--- config.mk ---
export PLATFORM = sky130hd
export DESIGN_NAME = bounded_ordered_list_engine_top
export DESIGN_NICKNAME = d
export VERILOG_FILES = /design/src/hdl/bole_pkg.sv /design/src/hdl/bounded_ordered_list_engine_top.sv
export SDC_FILE = /design/constraint.sdc
export NUM_CORES = 2
export LEC_CHECK = 0
export ABC_AREA = 1
export BUFFER_PORTS_ARGS = -buffer_cell sky130_fd_sc_hd__buf_2
export CORE_MARGIN = 10
export CORE_UTILIZATION = 55
export CTS_CLUSTER_SIZE = 20
export DETAILED_ROUTE_END_ITERATION = 8
export PLACE_DENSITY_LB_ADDON = 0.08
export SYNTH_ARGS = -nofsm -noshare
export SYNTH_HDL_FRONTEND = slang
export SYNTH_SLANG_ARGS = --single-unit
--- constraint.sdc ---
create_clock -name clk -period 11.8 [get_ports clk]
set_input_delay 0.59 -clock clk [delete_from_list [all_inputs] [get_ports clk]]
set_output_delay 0.59 -clock clk [all_outputs]
set_load 0.1 [all_outputs]
--- src/hdl/bole_pkg.sv ---
// Shared types and codes for the bounded ordered list engine.
package bole_pkg;

	typedef enum logic [2:0] {
		OP_APPEND     = 3'd0,
		OP_INSERT     = 3'd1,
		OP_REMOVE_AT  = 3'd2,
		OP_REMOVE_VAL = 3'd3,
		OP_CONTAINS   = 3'd4,
		OP_SET        = 3'd5,
		OP_GET        = 3'd6,
		OP_CLEAR      = 3'd7
	} op_t;

	typedef enum logic [1:0] {
		ST_OK       = 2'd0,
		ST_FULL     = 2'd1,
		ST_RANGE    = 2'd2,
		ST_NOTFOUND = 2'd3
	} status_t;

	typedef enum logic [2:0] {
		S_IDLE,
		S_EXEC,
		S_SCAN,
		S_SHIFT_UP,
		S_SHIFT_DN,
		S_GET_DATA,
		S_RESULT
	} state_t;

	localparam int IN_VALUE_W  = 32;
	localparam int POSITION_W  = 6;
	localparam int COUNT_OUT_W = 7;
	localparam int CAP_W       = 7;

	localparam logic [CAP_W-1:0] CAP_RESET = 7'd64;

	typedef struct packed {
		op_t                    opcode;
		logic [IN_VALUE_W-1:0]  entry_value;
		logic [POSITION_W-1:0]  position;
	} req_t;

	typedef struct packed {
		status_t                status;
		logic [IN_VALUE_W-1:0]  read_value;
		logic [COUNT_OUT_W-1:0] entry_count;
	} rsp_t;

endpackage

--- src/hdl/bounded_ordered_list_engine_top.sv ---
// Top level of the bounded ordered list engine: sequencer around one list memory.
//
// The list lives in a single-port-write, single-port-read memory of MAX_ENTRIES words with a
// registered read, plus a count register; there is no clearing pass after reset. One request
// is worked on at a time. Insert and remove at index move one entry per cycle through the
// memory port. Remove by value and contains scan one entry per cycle from the head, and
// remove by value then shifts the tail down over the match. The result sits in an output
// register, so the next request is taken while an earlier result still waits. The capacity
// register is written through cfg_we/cfg_wdata; 0 acts as 1 and values above MAX_ENTRIES act
// as MAX_ENTRIES.
module bounded_ordered_list_engine_top #(
	parameter int MAX_ENTRIES = 64,
	parameter int VALUE_BITS  = 32
) (
	input  logic                              clk,
	input  logic                              arst_n,
	input  logic                              req_valid,
	output logic                              req_ready,
	input  bole_pkg::req_t                    req,
	output logic                              rsp_valid,
	input  logic                              rsp_ready,
	output bole_pkg::rsp_t                    rsp,
	input  logic                              cfg_we,
	input  logic [bole_pkg::CAP_W-1:0]        cfg_wdata
);

	localparam int AW    = $clog2(MAX_ENTRIES);
	localparam int CNT_W = $clog2(MAX_ENTRIES + 1);
	localparam int CMP_W = (CNT_W > bole_pkg::CAP_W) ? CNT_W : bole_pkg::CAP_W;

	// List storage.
	logic [VALUE_BITS-1:0] mem [MAX_ENTRIES];
	logic                  mem_we;
	logic [AW-1:0]         mem_waddr;
	logic [VALUE_BITS-1:0] mem_wdata;
	logic                  mem_re;
	logic [AW-1:0]         mem_raddr;
	logic [VALUE_BITS-1:0] rdata_q;

	bole_pkg::state_t  state_q, state_d;
	logic [bole_pkg::CAP_W-1:0] capacity_q;
	logic [CNT_W-1:0]  count_q, count_d;
	logic [CNT_W-1:0]  ptr_q, ptr_d;
	logic              rv_s1, rv_d;
	logic [AW-1:0]     idx_s1, idx_d;
	bole_pkg::op_t     op_q;
	logic [VALUE_BITS-1:0] val_q;
	logic [bole_pkg::POSITION_W-1:0] pos_q;
	bole_pkg::status_t status_q, status_d;
	logic [VALUE_BITS-1:0] rd_q, rd_d;
	logic              rsp_valid_q;
	bole_pkg::rsp_t    rsp_q;
	logic              rsp_load;

	logic [CNT_W-1:0]  cap_eff;
	logic [CNT_W-1:0]  ptr_p1, ptr_m1, idx_p1;
	logic [CMP_W-1:0]  pos_w, cnt_w;
	logic              full, hit;

	assign req_ready = (state_q == bole_pkg::S_IDLE);
	assign rsp_valid = rsp_valid_q;
	assign rsp       = rsp_q;

	always_comb begin
		if (capacity_q == '0) begin
			cap_eff = CNT_W'(1);
		end else if (CMP_W'(capacity_q) > CMP_W'(MAX_ENTRIES)) begin
			cap_eff = CNT_W'(MAX_ENTRIES);
		end else begin
			cap_eff = CNT_W'(capacity_q);
		end
	end

	assign ptr_p1 = ptr_q + CNT_W'(1);
	assign ptr_m1 = ptr_q - CNT_W'(1);
	assign idx_p1 = CNT_W'(idx_s1) + CNT_W'(1);
	assign pos_w  = CMP_W'(pos_q);
	assign cnt_w  = CMP_W'(count_q);
	assign full   = (count_q >= cap_eff);
	assign hit    = rv_s1 && (rdata_q == val_q);

	always_comb begin
		state_d   = state_q;
		count_d   = count_q;
		ptr_d     = ptr_q;
		rv_d      = 1'b0;
		idx_d     = idx_s1;
		status_d  = status_q;
		rd_d      = rd_q;
		mem_we    = 1'b0;
		mem_waddr = '0;
		mem_wdata = val_q;
		mem_re    = 1'b0;
		mem_raddr = '0;
		rsp_load  = 1'b0;
		unique case (state_q)
			bole_pkg::S_IDLE: begin
				if (req_valid) begin
					state_d = bole_pkg::S_EXEC;
				end
			end
			bole_pkg::S_EXEC: begin
				status_d = bole_pkg::ST_OK;
				rd_d     = '0;
				state_d  = bole_pkg::S_RESULT;
				unique case (op_q)
					bole_pkg::OP_APPEND: begin
						if (full) begin
							status_d = bole_pkg::ST_FULL;
						end else begin
							mem_we    = 1'b1;
							mem_waddr = count_q[AW-1:0];
							count_d   = count_q + CNT_W'(1);
						end
					end
					bole_pkg::OP_INSERT: begin
						if (full) begin
							status_d = bole_pkg::ST_FULL;
						end else if (pos_w > cnt_w) begin
							status_d = bole_pkg::ST_RANGE;
						end else begin
							ptr_d   = count_q;
							state_d = bole_pkg::S_SHIFT_UP;
						end
					end
					bole_pkg::OP_REMOVE_AT: begin
						if (pos_w >= cnt_w) begin
							status_d = bole_pkg::ST_RANGE;
						end else begin
							ptr_d   = CNT_W'(pos_w) + CNT_W'(1);
							state_d = bole_pkg::S_SHIFT_DN;
						end
					end
					bole_pkg::OP_REMOVE_VAL,
					bole_pkg::OP_CONTAINS: begin
						ptr_d   = '0;
						state_d = bole_pkg::S_SCAN;
					end
					bole_pkg::OP_SET: begin
						if (pos_w >= cnt_w) begin
							status_d = bole_pkg::ST_RANGE;
						end else begin
							mem_we    = 1'b1;
							mem_waddr = pos_w[AW-1:0];
						end
					end
					bole_pkg::OP_GET: begin
						if (pos_w >= cnt_w) begin
							status_d = bole_pkg::ST_RANGE;
						end else begin
							mem_re    = 1'b1;
							mem_raddr = pos_w[AW-1:0];
							state_d   = bole_pkg::S_GET_DATA;
						end
					end
					bole_pkg::OP_CLEAR: begin
						count_d = '0;
					end
					default: begin
						count_d = '0;
					end
				endcase
			end
			bole_pkg::S_SCAN: begin
				// Each read is compared in the cycle after it is issued; the next read goes out only on a miss.
				if (hit) begin
					if (op_q == bole_pkg::OP_CONTAINS) begin
						state_d = bole_pkg::S_RESULT;
					end else begin
						ptr_d   = idx_p1;
						state_d = bole_pkg::S_SHIFT_DN;
					end
				end else if (ptr_q < count_q) begin
					mem_re    = 1'b1;
					mem_raddr = ptr_q[AW-1:0];
					rv_d      = 1'b1;
					idx_d     = ptr_q[AW-1:0];
					ptr_d     = ptr_p1;
				end else if (!rv_s1) begin
					status_d = bole_pkg::ST_NOTFOUND;
					state_d  = bole_pkg::S_RESULT;
				end
			end
			bole_pkg::S_SHIFT_DN: begin
				// Entry ptr moves to ptr - 1; the write follows in the cycle after the read.
				if (rv_s1) begin
					mem_we    = 1'b1;
					mem_waddr = idx_s1;
					mem_wdata = rdata_q;
				end
				if (ptr_q < count_q) begin
					mem_re    = 1'b1;
					mem_raddr = ptr_q[AW-1:0];
					rv_d      = 1'b1;
					idx_d     = ptr_m1[AW-1:0];
					ptr_d     = ptr_p1;
				end else if (!rv_s1) begin
					count_d = count_q - CNT_W'(1);
					state_d = bole_pkg::S_RESULT;
				end
			end
			bole_pkg::S_SHIFT_UP: begin
				// Entry ptr - 1 moves to ptr, walking down from the tail to the insert point.
				if (rv_s1) begin
					mem_we    = 1'b1;
					mem_waddr = idx_s1;
					mem_wdata = rdata_q;
				end
				if (CMP_W'(ptr_q) > pos_w) begin
					mem_re    = 1'b1;
					mem_raddr = ptr_m1[AW-1:0];
					rv_d      = 1'b1;
					idx_d     = ptr_q[AW-1:0];
					ptr_d     = ptr_m1;
				end else if (!rv_s1) begin
					mem_we    = 1'b1;
					mem_waddr = pos_w[AW-1:0];
					count_d   = count_q + CNT_W'(1);
					state_d   = bole_pkg::S_RESULT;
				end
			end
			bole_pkg::S_GET_DATA: begin
				rd_d    = rdata_q;
				state_d = bole_pkg::S_RESULT;
			end
			bole_pkg::S_RESULT: begin
				if (!rsp_valid_q || rsp_ready) begin
					rsp_load = 1'b1;
					state_d  = bole_pkg::S_IDLE;
				end
			end
			default: begin
				state_d = bole_pkg::S_IDLE;
			end
		endcase
	end

	always_ff @(posedge clk or negedge arst_n) begin
		if (!arst_n) begin
			state_q <= bole_pkg::S_IDLE;
		end else begin
			state_q <= state_d;
		end
	end

	always_ff @(posedge clk or negedge arst_n) begin
		if (!arst_n) begin
			capacity_q  <= bole_pkg::CAP_RESET;
			count_q     <= '0;
			ptr_q       <= '0;
			rv_s1       <= 1'b0;
			rsp_valid_q <= 1'b0;
		end else begin
			if (cfg_we) begin
				capacity_q <= cfg_wdata;
			end
			count_q <= count_d;
			ptr_q   <= ptr_d;
			rv_s1   <= rv_d;
			if (rsp_load) begin
				rsp_valid_q <= 1'b1;
			end else if (rsp_ready) begin
				rsp_valid_q <= 1'b0;
			end
		end
	end

	always_ff @(posedge clk) begin
		idx_s1   <= idx_d;
		status_q <= status_d;
		rd_q     <= rd_d;
		if (req_valid && req_ready) begin
			op_q  <= req.opcode;
			val_q <= VALUE_BITS'(req.entry_value);
			pos_q <= req.position;
		end
		if (rsp_load) begin
			rsp_q.status      <= status_q;
			rsp_q.read_value  <= bole_pkg::IN_VALUE_W'(rd_q);
			rsp_q.entry_count <= bole_pkg::COUNT_OUT_W'(count_q);
		end
	end

	always_ff @(posedge clk) begin
		if (mem_we) begin
			mem[mem_waddr] <= mem_wdata;
		end
	end

	always_ff @(posedge clk) begin
		if (mem_re) begin
			rdata_q <= mem[mem_raddr];
		end
	end

endmodule

After elaboration in Yosys (flattened, before gate mapping)
Memories as Yosys holds them, arrays and structs flattened. A register that Yosys moved wholly into a read port is not among the register bits.
Index checks and enable logic that the tools add are counted.
W data, S select, Z words.
{ "op_classes": {"reduce_logical": 21, "magnitude_cmp": 6, "add_sub_neg": 6, "eq_ne": 33, "mux": 79} }
{ "ops": {"columns": ["cell", "count"], "rows": [
  ["$mux W7", 14],
  ["$mux W6", 13],
  ["$mux W32", 2],
  ["$pmux W32 S2", 1],
  ["$pmux W7 S3", 2],
  ["$pmux W6 S3", 2],
  ["$eq A32 B32 Y1", 1],
  ["$pmux W7 S4", 1],
  ["$mux W3", 8],
  ["$ne A2 B2 Y1 const B", 12],
  ["$pmux W6 S4", 1],
  ["$eq A3 B3 Y1 const B", 7],
  ["$pmux W3 S7", 1],
  ["$mux W2", 9],
  ["$mux W1", 16],
  ["$ne A3 B3 Y1 const B", 5],
  ["$add A6 B1 Y7 const B", 2],
  ["$add A7 B1 Y7 const B", 2],
  ["$pmux W7 S2", 1],
  ["$reduce_and A7 Y1", 2],
  ["$sub A7 B1 Y7 const B", 2],
  ["$eq A3 B2 Y1 const B", 4],
  ["$pmux W3 S4", 1],
  ["$pmux W6 S2", 1],
  ["27 further kinds", 35]
]} }
{ "word_totals": {"register_bits": 148, "output_inout_bits": 43, "mem_count": 1, "in_bits": 53, "wordCells": 161, "mem_bits_rw": 2048} }
{ "memory_table": {"columns": ["name", "depth", "word_bits", "read_ports", "rd_ports_with_merged_regs", "write_ports", "line", "rtl"], "rows": [
  ["mem", 64, 32, 1, 1, 1, "bounded_ordered_list_engine_top.sv:32", "logic [VALUE_BITS-1:0] mem [MAX_ENTRIES];"]
]} }

Longest topological paths before layout
{ "depth": {"word_depth": 9, "depth_mapped": 24} }

Worst setup path after synthesis
No wires, ideal clock.
{ "synth_timing": {"path_kind": "register -> register", "start": "register state_q[2]", "end": "memory mem[0][0] (data pin)", "setup_ps": 702, "path_slack_ps": 7109, "t_required_ps": 11098, "n_path_buf": 4, "arrival_time_ps": 3990, "path_stages_with_launch": 10, "cell_sequence": "dfrtp_1 -> buf_2 -> nand2_1 -> inv_2 -> buf_4 -> nor2_1 -> nor2_1 -> buf_2 -> clkbuf_1 -> o21ai_0"} }
{ "synth_between": {"elab_chain_len": 3, "word_cells_on_any_way": 4, "cone_classes": "2 x eq/ne; 1 x mux; 1 x reduce/logical"} }
{ "synth_rtl": {"columns": ["item", "line", "rtl"], "rows": [
  ["from (decl)", "bounded_ordered_list_engine_top.sv:40", "bole_pkg::state_t state_q, state_d;"],
  ["from (signal assigned)", "bounded_ordered_list_engine_top.sv:240", "state_q <= bole_pkg::S_IDLE;"],
  ["from (signal assigned)", "bounded_ordered_list_engine_top.sv:242", "state_q <= state_d;"],
  ["$eq A3 B2 Y1 or $eq A3 B3 Y1 (tied branches)", "bounded_ordered_list_engine_top.sv:96", "unique case (state_q)"],
  ["$reduce_or A2 Y1 (no line) (*)", null, null],
  ["$mux W32 (*)", null, null],
  ["via mem_wdata[0]", "bounded_ordered_list_engine_top.sv:35", "logic [VALUE_BITS-1:0] mem_wdata;"],
  ["to (decl)", "bounded_ordered_list_engine_top.sv:32", null]
]} }
The timed path passes the listed nets; every way through them passes the cells marked *.

Worst setup path in the final report
{ "layout_timing": {"start": "register count_q[4], in the netlist cnt_w[4]", "end": "register rdata_q[7] (read register of mem) (data pin)"} }
{ "layout_between": {"elab_chain_len": 4, "word_cells_on_any_way": 12, "cone_classes": "2 x order compare; 10 x mux"} }
{ "layout_rtl": {"columns": ["item", "line", "rtl"], "rows": [
  ["from (decl)", "bounded_ordered_list_engine_top.sv:42", "logic [CNT_W-1:0] count_q, count_d;"],
  ["from (signal assigned)", "bounded_ordered_list_engine_top.sv:257", "count_q <= count_d;"],
  ["$lt A7 B7 Y1 or $ge A6 B7 Y1 (tied branches)", "bounded_ordered_list_engine_top.sv:173, bounded_ordered_list_engine_top.sv:191, bounded_ordered_list_engine_top.sv:148", null],
  ["$mux W6, or another cell as far along", "bounded_ordered_list_engine_top.sv:173, bounded_ordered_list_engine_top.sv:191", null],
  ["$mux W6, or another cell as far along", "bounded_ordered_list_engine_top.sv:166", "if (hit) begin"],
  ["$pmux W6 S4 or $pmux W1 S4 (tied branches)", "bounded_ordered_list_engine_top.sv:96", null],
  ["to (decl)", "bounded_ordered_list_engine_top.sv:38", "logic [VALUE_BITS-1:0] rdata_q;"]
]} }
Several ways; a longest one is shown, not always the timed one.
A chain may end at the register's enable or synchronous reset.

==> key figures <==
Run status
  • Status: finished, final reports clean

Floorplanning
  • Die area: 0.196 mm^2
  • Starting Density: 55.2%
  • Row cnt: 155
  • Core region area: 0.178 mm^2
  • I/O pin cnt: 96
  • Die width: 443 um
  • Die Height: 443 um

Timing
  • RSZ-0062 raised after global routing: no
  • Final Max Slew Viols: 0
  • Final period util: 56.1%
  • Setup TNS: 0 ns
  • Final number of setup-violating endpoints: 0
  • Fmax achieved: 0.151 GHz
  • Max-slew headroom: 22.1%
  • Final Hold Vio Count: 0
  • Clock skew: 0.0680 ns
  • Worst Tran Pin Value: 1.17 ns
  • Crit path time final: 6.62 ns

Setup path
  • R2r setup slk: 5.18 ns
  • Crit Path Max Fanout: 60
  • CP endpoint: rdata_q[7]
  • Crit path arrival time: 7.27 ns
  • Critical path class: reg2reg
  • Worst Setup Start Kind: flop
  • Crit end category: flop
  • Reg2Reg Depth: 19
  • Reg-to-reg endpoint: rdata_q[7]
  • Critical path startpoint: cnt_w[4]
  • Worst reg2reg startpoint: cnt_w[4]
  • Req. time, crit path: 12.45 ns

Routing
  • Met1 wire length: 123 mm
  • Vias: 70.9k
  • Remaining DRCs: 0
  • Max layer used: met5
  • Wire per inst: 26.7 um
  • WL final: 307 mm
  • Met3 routed WL: 31.7 mm
  • Antenna-violating nets left: 0
  • DRT Pass-1 Iters: 9
  • Met2 wire length: 140 mm
  • Vias per Instance: 6.18
  • DRT iter0 DRCs: 9,133

CTS
  • Post-cts repair resize count: 0
  • Maximum clock path buffer count: 3
  • Clk slew on worst S/H paths: 0.06 ns
  • # clock sinks: 2,228
  • Clock insertion delay at the later pin of the skew report: 0.88 ns
  • Root Driver: clkbuf_16
  • Cts hold-fix bufs: 50
  • Total CTS buffers: 225
  • Htree depth: 4
  • CTS tree: built
  • Post-CTS Setup Repair Bufs: 0

Yosys
  • Synth area leaders: edfxtp_1 (67%), nand3_1 (8.2%), nand2_1 (7.3%)
  • Avg Cell Area, Syn: 10.9 um^2
  • EDFF count, synth: 2,202
  • Post-synth top area cell: edfxtp_1
  • Post-synth top cells: edfxtp_1 (2,202), nand2_1 (1,906), nand3_1 (1,614)
  • Ys flop type: edfxtp_1
  • Yosys reg bits: 2,228
  • Most numerous cell in the Yosys netlist: edfxtp_1
  • Ys Warns: 0
  • Post-synthesis instance total: 9,036
  • Top cell type's share of synthesized area: 67.3%
  • Async SR Flop Fraction: 1.17%
  • Synthesized area: 0.0983 mm^2
  • Synth unique cells: 50
  • Sequential area share after synthesis: 67.9%
  • Syn nets: 9,121

Pwr
  • Max IR drop VDD: 0.000204 V
  • Total design power: 24.1 mW
  • Pleak: 41.0 nW
  • Pwr Density: 222 mW/mm^2

GRT
  • Initial antenna violation count: 10
  • Largest net degree at the start of global routing: 200
  • First-pass GRT wire length: 451 mm
  • GR Overflow Total: 0
  • Total Routing Usage GR: 30.4%
  • Vias in the first global route: 66.7k

Placement
  • PortBufs: 95
  • HPWL after DPL: 156 mm
  • Final GP Congestion: 0.905

Layout
  • Nets@finish: 9,014
  • Area growth syn-to-layout: 10.3%
  • Filler cell count: 14.2k
  • Layout cells sized above 1: 7.60%

Hold path
  • Hold WC Path Type: in2reg

Flow run
  • Max-cap violation count: 0
-- critical path, cell delays in order, from the launching register on --
cell      delay (ns)
dfrtp_1         0.47
clkinv_1        0.33
ha_1            0.40
a21oi_1         0.13
o21a_1          0.12
nand2_1         0.27
inv_1           0.30
ha_1            0.27
nand3_4         0.68
nand3_4         0.97
buf_4           0.51
buf_4           0.57
nand2_1         0.11
nand3_1         0.11
nand3_1         0.10
nand3_1         0.14
nand3_1         0.12
nand2_1         0.16
nand2_1         0.22
nand2_1         0.36
-- state kept, by name, summed over array words and instances (netlist names), 3 cells and up --
signal      cells
cnt_w           7
mem          2048
ptr_q           7
rsp            41
rdata_q        32
capacity_q      7
val_q          32
op_q            3
rd_q           32
idx_s1          6
pos_q           6
state_q         3
-- worst min path at each step --
stage | from | end | cells after the start
5_1_grt | cfg_we | capacity_q[6] | 3
3_3_place_gp | rd_q[5] | rsp[12] | 0
6_report | cfg_we | capacity_q[6] | 2
2_1_floorplan | arst_n | capacity_q[0] | 0
3_5_place_dp | rd_q[8] | rsp[15] | 0
4_1_cts | cfg_we | capacity_q[6] | 2
-- cells in the final DEF (no fill, tap or decap), types with 71 or more instances in the layout --
master,count
o21ai_0,134
inv_1,1106
nor2_1,135
o21ai_1,119
nor2_4,71
clkbuf_16,225
nand4_1,852
buf_2,95
edfxtp_1,2202
nand3_1,1613
nand2_1,1906
buf_4,143
-- layout make-up --
cell class,count,area (um^2),area share [%]
Sequential cell,2228,66800,61.6
Multi-Input combinational cell,5035,25100,23.1
Clock buffer,290,5890,5.43
Inverter,1127,4240,3.91
Tap cell,2355,2950,2.72
Timing Repair Buffer,312,2530,2.33
Clock inverter,122,956,0.881
Antenna cell,5,12.5,0.0115
-- cells by family (layout without fill, tap and decap cells) --
logic type | Yosys count | count (layout) | share of synthesized area, %
buf+inv | 1773 | 1851 | 7.47
xor+xnor | 28 | 28 | 0.272
other cells | 0 | 5 | 0
fa+ha+maj | 32 | 32 | 0.407
flops | 2228 | 2228 | 67.9
simple gates | 4619 | 4619 | 22.0
mux | 4 | 4 | 0.0458
compound gates | 352 | 352 | 1.90
-- metal layers --
layer	GRT usage, %	vias to the layer above
li1	-	31525
met1	42.9	34706
met5	0	-
met3	5.79	654
met4	10.6	6
met2	47.4	3976
-- stage by stage --
step | worst slack, ns | cells | hold WS (ns) | area (um^2) | utilization [%]
after CTS | 5.37 | 11469 | 0.0672 | 108000 | 60.9
after floorplan | 7.11 | 9036 | 0.294 | 98300 | -
after detailed placement | 5.35 | 11007 | 0.405 | 101000 | 56.8
final | 5.18 | 11474 | 0.116 | 108000 | 60.9
after global routing | 4.79 | 11469 | 0.119 | 108000 | 60.9
after global placement | 5.40 | 11007 | 0.401 | 101000 | 56.8
-- power breakdown --
group / internal (mW) / leakage [nW] / switching, mW
registers: 9.73 / 20.2 / 0.332
clock network: 3.73 / 3.32 / 3.01
logic: 1.80 / 17.5 / 5.51
total: 15.3 / 41.0 / 8.86
No activity file was read; power rests on OpenSTA's default activity.
